**src/rtl/bb3_pkg.sv**
```systemverilog
package bb3_pkg;

    localparam int ChanW = 8;
    localparam int PixW  = 3 * ChanW;

    localparam logic [1:0] CfgWidth  = 2'd0;
    localparam logic [1:0] CfgHeight = 2'd1;

    localparam logic ModePixel = 1'b0;
    localparam logic ModeDrain = 1'b1;

    typedef struct packed {
        logic             mode;
        logic [ChanW-1:0] red_in;
        logic [ChanW-1:0] green_in;
        logic [ChanW-1:0] blue_in;
    } t_pix_word;

    typedef struct packed {
        logic [ChanW-1:0] red_out;
        logic [ChanW-1:0] green_out;
        logic [ChanW-1:0] blue_out;
        logic             image_done;
        logic             run_last;
    } t_blur_word;

    // Nine window cells, index row * 3 + column, each packed red, green, blue.
    typedef logic [8:0][PixW-1:0] t_cells;

    typedef struct packed {
        t_cells     cells;
        logic [2:0] row_ok;
        logic [2:0] col_ok;
        logic       image_done;
        logic       run_last;
    } t_job;

endpackage

```
**src/rtl/bb3_stream_if.sv**
```systemverilog
interface bb3_stream_if #(
    parameter type T = logic
);
    logic valid;
    logic ready;
    T     data;

    modport source (output valid, output data, input ready);
    modport sink (input valid, input data, output ready);
endinterface

```
**src/rtl/bb3_average.sv**
```systemverilog
module bb3_average
    import bb3_pkg::*;
(
    input  logic                i_clk,
    input  logic                i_rst_n,
    input  logic                i_job_valid,
    output logic                o_job_ready,
    input  t_job                i_job,
    bb3_stream_if.source        o_blur
);

    localparam int SumW       = 12;
    localparam int CntW       = 4;
    localparam int NumW       = SumW + 1;
    localparam int RecipShift = 18;
    localparam int RecipW     = 18;
    localparam int ProdW      = NumW + RecipW;

    // Rounded half up mean is floor((2*sum + n) / (2*n)); the divide by 2*n is a
    // multiply by a ceiling reciprocal, exact for every numerator below 2**13.
    localparam logic [RecipW-1:0] RecipN1 = RecipW'((2**RecipShift + 1) / 2);
    localparam logic [RecipW-1:0] RecipN2 = RecipW'((2**RecipShift + 3) / 4);
    localparam logic [RecipW-1:0] RecipN3 = RecipW'((2**RecipShift + 5) / 6);
    localparam logic [RecipW-1:0] RecipN4 = RecipW'((2**RecipShift + 7) / 8);
    localparam logic [RecipW-1:0] RecipN6 = RecipW'((2**RecipShift + 11) / 12);
    localparam logic [RecipW-1:0] RecipN9 = RecipW'((2**RecipShift + 17) / 18);

    function automatic logic [RecipW-1:0] f_recip(input logic [CntW-1:0] n);
        logic [RecipW-1:0] rec;
        unique case (n)
            4'd1:    rec = RecipN1;
            4'd2:    rec = RecipN2;
            4'd3:    rec = RecipN3;
            4'd4:    rec = RecipN4;
            4'd6:    rec = RecipN6;
            default: rec = RecipN9;
        endcase
        return rec;
    endfunction

    logic                  r_a_valid;
    logic [2:0][SumW-1:0]  r_a_sum;
    logic [CntW-1:0]       r_a_n;
    logic                  r_a_done;
    logic                  r_a_last;
    logic                  r_b_valid;
    logic [2:0][ProdW-1:0] r_b_prod;
    logic                  r_b_done;
    logic                  r_b_last;
    logic                  r_c_valid;
    t_blur_word            r_c_word;

    logic [2:0][SumW-1:0]  a_sum;
    logic [CntW-1:0]       a_n;
    logic [2:0][ProdW-1:0] b_prod;
    logic [2:0][NumW-1:0]  b_num;
    logic [RecipW-1:0]     b_recip;
    logic                  c_ready;
    logic                  b_ready;
    logic                  a_ready;
    logic                  job_take;

    assign c_ready     = !r_c_valid || o_blur.ready;
    assign b_ready     = !r_b_valid || c_ready;
    assign a_ready     = !r_a_valid || b_ready;
    assign o_job_ready = a_ready;
    assign job_take    = i_job_valid && a_ready;

    always_comb begin
        a_sum = '0;
        a_n   = '0;
        for (int i = 0; i < 3; i++) begin
            for (int j = 0; j < 3; j++) begin
                if (i_job.row_ok[i] && i_job.col_ok[j]) begin
                    for (int ch = 0; ch < 3; ch++) begin
                        a_sum[ch] = a_sum[ch]
                                  + SumW'(i_job.cells[i * 3 + j][ch * ChanW +: ChanW]);
                    end
                    a_n = a_n + CntW'(1);
                end
            end
        end
    end

    always_comb begin
        b_recip = f_recip(r_a_n);
        for (int ch = 0; ch < 3; ch++) begin
            b_num[ch]  = {r_a_sum[ch], 1'b0} + NumW'(r_a_n);
            b_prod[ch] = ProdW'(b_num[ch]) * ProdW'(b_recip);
        end
    end

    always_ff @(posedge i_clk) begin
        if (!i_rst_n) begin
            r_a_valid <= 1'b0;
            r_b_valid <= 1'b0;
            r_c_valid <= 1'b0;
        end else begin
            if (a_ready) begin
                r_a_valid <= i_job_valid;
            end
            if (b_ready) begin
                r_b_valid <= r_a_valid;
            end
            if (c_ready) begin
                r_c_valid <= r_b_valid;
            end
        end
        if (job_take) begin
            r_a_sum  <= a_sum;
            r_a_n    <= a_n;
            r_a_done <= i_job.image_done;
            r_a_last <= i_job.run_last;
        end
        if (r_a_valid && b_ready) begin
            r_b_prod <= b_prod;
            r_b_done <= r_a_done;
            r_b_last <= r_a_last;
        end
        if (r_b_valid && c_ready) begin
            r_c_word.red_out    <= r_b_prod[2][RecipShift +: ChanW];
            r_c_word.green_out  <= r_b_prod[1][RecipShift +: ChanW];
            r_c_word.blue_out   <= r_b_prod[0][RecipShift +: ChanW];
            r_c_word.image_done <= r_b_done;
            r_c_word.run_last   <= r_b_last;
        end
    end

    assign o_blur.valid = r_c_valid;
    assign o_blur.data  = r_c_word;

endmodule

```
**src/flat_wrapper.sv**
```systemverilog
// flat-port wrapper written by rule: the top's interface ports become plain ports
module bb3_average_flat import bb3_pkg::*;
  (i_clk, i_rst_n, i_job_valid, o_job_ready, i_job, o_blur_valid, o_blur_data, o_blur_ready);
  bb3_stream_if o_blur_i ();
  input  logic i_clk;
  input  logic i_rst_n;
  input  logic i_job_valid;
  output logic o_job_ready;
  input  t_job i_job;
  output wire logic [$bits(o_blur_i.valid)-1:0] o_blur_valid;
  output wire logic [$bits(o_blur_i.data)-1:0] o_blur_data;
  input wire logic [$bits(o_blur_i.ready)-1:0] o_blur_ready;
  assign o_blur_valid = o_blur_i.valid;
  assign o_blur_data = o_blur_i.data;
  assign o_blur_i.ready = o_blur_ready;
  bb3_average u_core (.i_clk(i_clk), .i_rst_n(i_rst_n), .i_job_valid(i_job_valid), .o_job_ready(o_job_ready), .i_job(i_job), .o_blur(o_blur_i));
endmodule
```
**config.mk**
```make
export PLATFORM = sky130hd
export DESIGN_NAME = bb3_average_flat
export DESIGN_NICKNAME = d
export VERILOG_FILES = /design/src/rtl/bb3_pkg.sv /design/src/rtl/bb3_stream_if.sv /design/src/rtl/bb3_average.sv /design/src/flat_wrapper.sv
export SDC_FILE = /design/constraint.sdc
export NUM_CORES = 1
export LEC_CHECK = 0
export BUFFER_PORTS_ARGS = -buffer_cell sky130_fd_sc_hd__clkbuf_2
export CAP_MARGIN = 0
export CORE_AREA = 2 2 90 92
export DETAILED_ROUTE_END_ITERATION = 8
export DIE_AREA = 0 0 92 94
export SLEW_MARGIN = 5
export SYNTH_ARGS = -nofsm -noshare
export SYNTH_HDL_FRONTEND = slang
export SYNTH_SLANG_ARGS = --single-unit
```
**constraint.sdc**
```tcl
create_clock -name i_clk -period 2 [get_ports i_clk]
set_clock_uncertainty 0.05 [all_clocks]
set_input_delay 0.1 -clock i_clk [delete_from_list [all_inputs] [get_ports i_clk]]
set_output_delay 0.1 -clock i_clk [all_outputs]
set_load 0.02 [all_outputs]
```
==> key figures <==
Run status
  • Run status: finished clean

Floorplan
  • Initial Utilization: 2.99%
  • Die Area: around 8600 µm²
  • IO Count: ~230
  • Width of the die: 92 µm
  • Core box area: roughly 7600 µm²
  • Core Rows: 32
  • DIE HEIGHT: 94 µm

Cells and area
  • Proportion of layout cells with a drive suffix above 1: 42.9%
  • Post-layout nets: 257
  • Util after Layout: 5.86%
  • Count of inserted antenna diode cells: 0
  • Final std cells w/o fill: 130
  • P&R area growth vs syn: 95.6%

Power and ir drop
  • Total chip power: 0.000352 W
  • Reg power frac: 39.8%
  • P_leak: approximately 0.16 nW
  • Internal portion of total power: 0.000283 W
  • Fraction of power consumed by the clock network: between 50% and 60%
  • Power Dens Cells: 790 nW/µm²
  • Power share of the combinational group: between 4 and 5%
  • Worst IR drop on VDD: 0.194 mV
  • Reported net switching power: ~0.000069 W
  • Switching part of the total: 19.6%

Worst setup path
  • Kind of cell adding the most delay to the critical path: flip-flops
  • Reg-to-reg setup timing slack: 930 ps
  • Critical path cell sequence: nand4b_2 > clkbuf_2
  • Worst reg-to-reg path cell count: 2
  • Launch point of the worst reg-to-reg path: u_core.o_blur.valid
  • Critical-path cell with the highest stage delay: sky130_fd_sc_hd__dfxtp_1
  • R2r endpoint: u_core.r_a_last
  • Signal arrival time at the worst endpoint: 950 ps
  • Largest stage delay, worst path: 380 ps
  • Crit. Startpoint: u_core.o_blur.valid
  • Required time of the critical path: 1850 ps
  • Kind of end point of the critical path: primary output
  • Startpoint type of the worst setup path: flip-flop
  • Crit Path Category: reg2out
  • Critical path peak fanout: 4
  • Worst Path Buf+Inv: 1

Synth
  • Share of async-settable or async-resettable flops after synthesis: 0%
  • Share of the yosys chip area belonging to registers: 65.9%
  • Leading post-synthesis cells by cell area: sky130_fd_sc_hd__edfxtp_1, sky130_fd_sc_hd__dfxtp_1, sky130_fd_sc_hd__nor2b_1, sky130_fd_sc_hd__nand4b_2, sky130_fd_sc_hd__o21a_1
  • Top FF cell, synth: sky130_fd_sc_hd__edfxtp_1
  • Count of state elements after synthesis: 6
  • Syn. warnings: 0
  • Yosys top cell area share: about 40%
  • EDFF count, synth: 3
  • Post-Synthesis Cell Area: 228 µm²
  • Commonest cells in the netlist: sky130_fd_sc_hd__dfxtp_1, sky130_fd_sc_hd__edfxtp_1, sky130_fd_sc_hd__nor2b_1
  • Post-synthesis cell type with the largest combined area: sky130_fd_sc_hd__edfxtp_1
  • Average cell area after synthesis: 14.2 µm²
  • Number of different library cells in the post-synthesis netlist: 9
  • Number of instances in the synthesized netlist: 16
  • Mapped Nets: 244

Detailed routing
  • Remaining antenna violation count: 0
  • WL final: 602 µm
  • # DRC: 0
  • Wire length the detailed router placed on met1: roughly 270 µm
  • Average via count per standard cell: 1.23
  • Length of routed met2 wiring: 223 µm
  • DRC marker count from the first detailed-route iteration: 8
  • First-pass iteration count of the detailed router: 3
  • Average routed wire per standard cell: 4.63 µm
  • Uppermost layer routed: met4
  • Via count: 160
  • Metal3 WL: 99 µm

Timing
  • Accumulated negative setup slack: 0 ps
  • Final clock period utilization by the worst path: 54.8%
  • Relative slew margins: 89.6%
  • Final worst-path setup slack: approximately 900 ps
  • Final setup violating endpoints: 0
  • Final critical path time including I/O delays and setup: 1100 ps
  • Hold Violations, Final: 0
  • Least-Margin Pin Slew: 156 ps
  • Max-slew violation count: 0
  • Peak clock frequency supported by timing: 912 MHz
  • Unrepaired setup endpoints after global routing: no

Worst hold path
  • Worst hold-check path type: in2reg
  • Destination of the worst hold path: u_core.o_blur.valid
  • Start point of the worst hold path: i_rst_n
  • Worst Hold Depth: 2

Global route
  • Number of antenna violations at the first check in global routing: 0
  • Wire length of the first global-routing pass: 1010 µm
  • Total routing usage reported by global routing: 1.95%
  • Maximum number of pins on one net before global-route repair: 5
  • Gr ovfl total: 0
  • Vias in the first global route: between 150 and 200

Clock tree
  • CTS Buf Count: 3
  • Source-to-sink clock delay at the later pin of the worst-skew pair: 220 ps
  • Cell chosen for the clock root: sky130_fd_sc_hd__clkbuf_8
  • Clock transition at the registers of the reported paths: 40 ps
  • Clock buffer depth: 2
  • Number of post-CTS setup repair buffers: 0
  • Clock sinks: 6
  • Clock H-tree levels: 1
  • Clock tree from TritonCTS: done

Placed design
  • Placed Instances: approximately 130
  • Number of buffers inserted by port buffering: 7
  • Worst slack after detailed placement: around 930 ps
  • Final weighted congestion in routability-driven placement: 0.596

Flow run
  • Maxcap violations: 0
## cell usage in the layout, fill, tap and decap left out
| cell type | Yosys | layout |
|---|---|---|
| sky130_fd_sc_hd__clkbuf_2 | 0 | 7 |
| sky130_fd_sc_hd__a21boi_2 | 1 | 1 |
| sky130_fd_sc_hd__dfxtp_1 | 3 | 3 |
| sky130_fd_sc_hd__nand4b_2 | 1 | 1 |
| sky130_fd_sc_hd__dlygate4sd3_1 | 0 | 1 |
| sky130_fd_sc_hd__edfxtp_1 | 3 | 3 |
| sky130_fd_sc_hd__and3b_1 | 1 | 1 |
| sky130_fd_sc_hd__nor2b_1 | 3 | 3 |
| sky130_fd_sc_hd__clkbuf_1 | 0 | 1 |
| sky130_fd_sc_hd__a21oi_1 | 1 | 1 |
| sky130_fd_sc_hd__o21a_1 | 2 | 2 |
| sky130_fd_sc_hd__inv_1 | 1 | 1 |
| sky130_fd_sc_hd__clkbuf_8 | 0 | 3 |
## power groups by stage
| stage | sequential, W | combinational, W | clock, W |
|---|---|---|---|
| 3_5_place_dp | 0.000142 | 0.0000156 | 0 |
| 5_1_grt | 0.000141 | 0.0000190 | 0.000219 |
| 2_1_floorplan | 0.000143 | 0.00000633 | 0 |
| 3_3_place_gp | 0.000142 | 0.0000155 | 0 |
| 4_1_cts | 0.000140 | 0.0000175 | 0.000201 |
| 6_report | 0.000140 | 0.0000167 | 0.000195 |
## layout make-up
class                      instances  area, µm²
fill                             917       7160
sequential                         6        150
tap                              102        128
multi-input combinational          9       73.8
clock buffer                       4       45.0
timing repair buffer               8       45.0
inverter                           1       3.75
## registers in the layout, summed over array words and instances, names as in the netlist
signal               count
u_core.o_blur.data       1
u_core.o_blur.valid      1
u_core.r_a_last          1
u_core.r_a_valid         1
u_core.r_b_last          1
u_core.r_b_valid         1
## per-layer routing
metal	vias to the layer above	GRT usage (%)
met4	0	0.746
met2	8	1.96
met5	-	0
met1	70	1.99
met3	2	2.89
li1	80	-
## kinds of logic (layout without fill, tap and decap cells)
logic type | Yosys count | after routing | share of synthesized area [%]
AO/OA/AOI/OAI | 4 | 4 | 13.7
buffers and inverters | 1 | 13 | 1.65
flip-flops | 6 | 6 | 65.9
AND/OR/NAND/NOR | 5 | 5 | 18.7
## how the worst max path moves through the flow
stage                 endpoint  slack, ps  cells after the start
4_1_cts            o_job_ready        890                      2
6_report           o_job_ready        900                      2
2_1_floorplan  u_core.r_a_last        900                      2
3_5_place_dp   u_core.r_a_last        930                      2
3_3_place_gp   u_core.r_a_last        950                      2
5_1_grt            o_job_ready        820                      2
## timing repair
action | in CTS | in global routing
hold buffers | 1 | 0
hold endpoints to repair | 1 | 0
resized for setup | 0 | 0
## worst reg2reg max path: cells and delay by family (launching register included)
family	cells	cell delay, ps
DFF	1	330
AOI/OAI and AO/OA	1	170
and+or+nand+nor	1	220
## through the flow
step / instance area, µm² / hold slack, ps
finish: 445 / 70.0
global route: 445 / 73.9
CTS: 445 / 70.9
detailed placement: 390 / 235
global placement: 390 / 240
floorplan: 228 / 149
No activity file was read; power rests on OpenSTA's default activity.
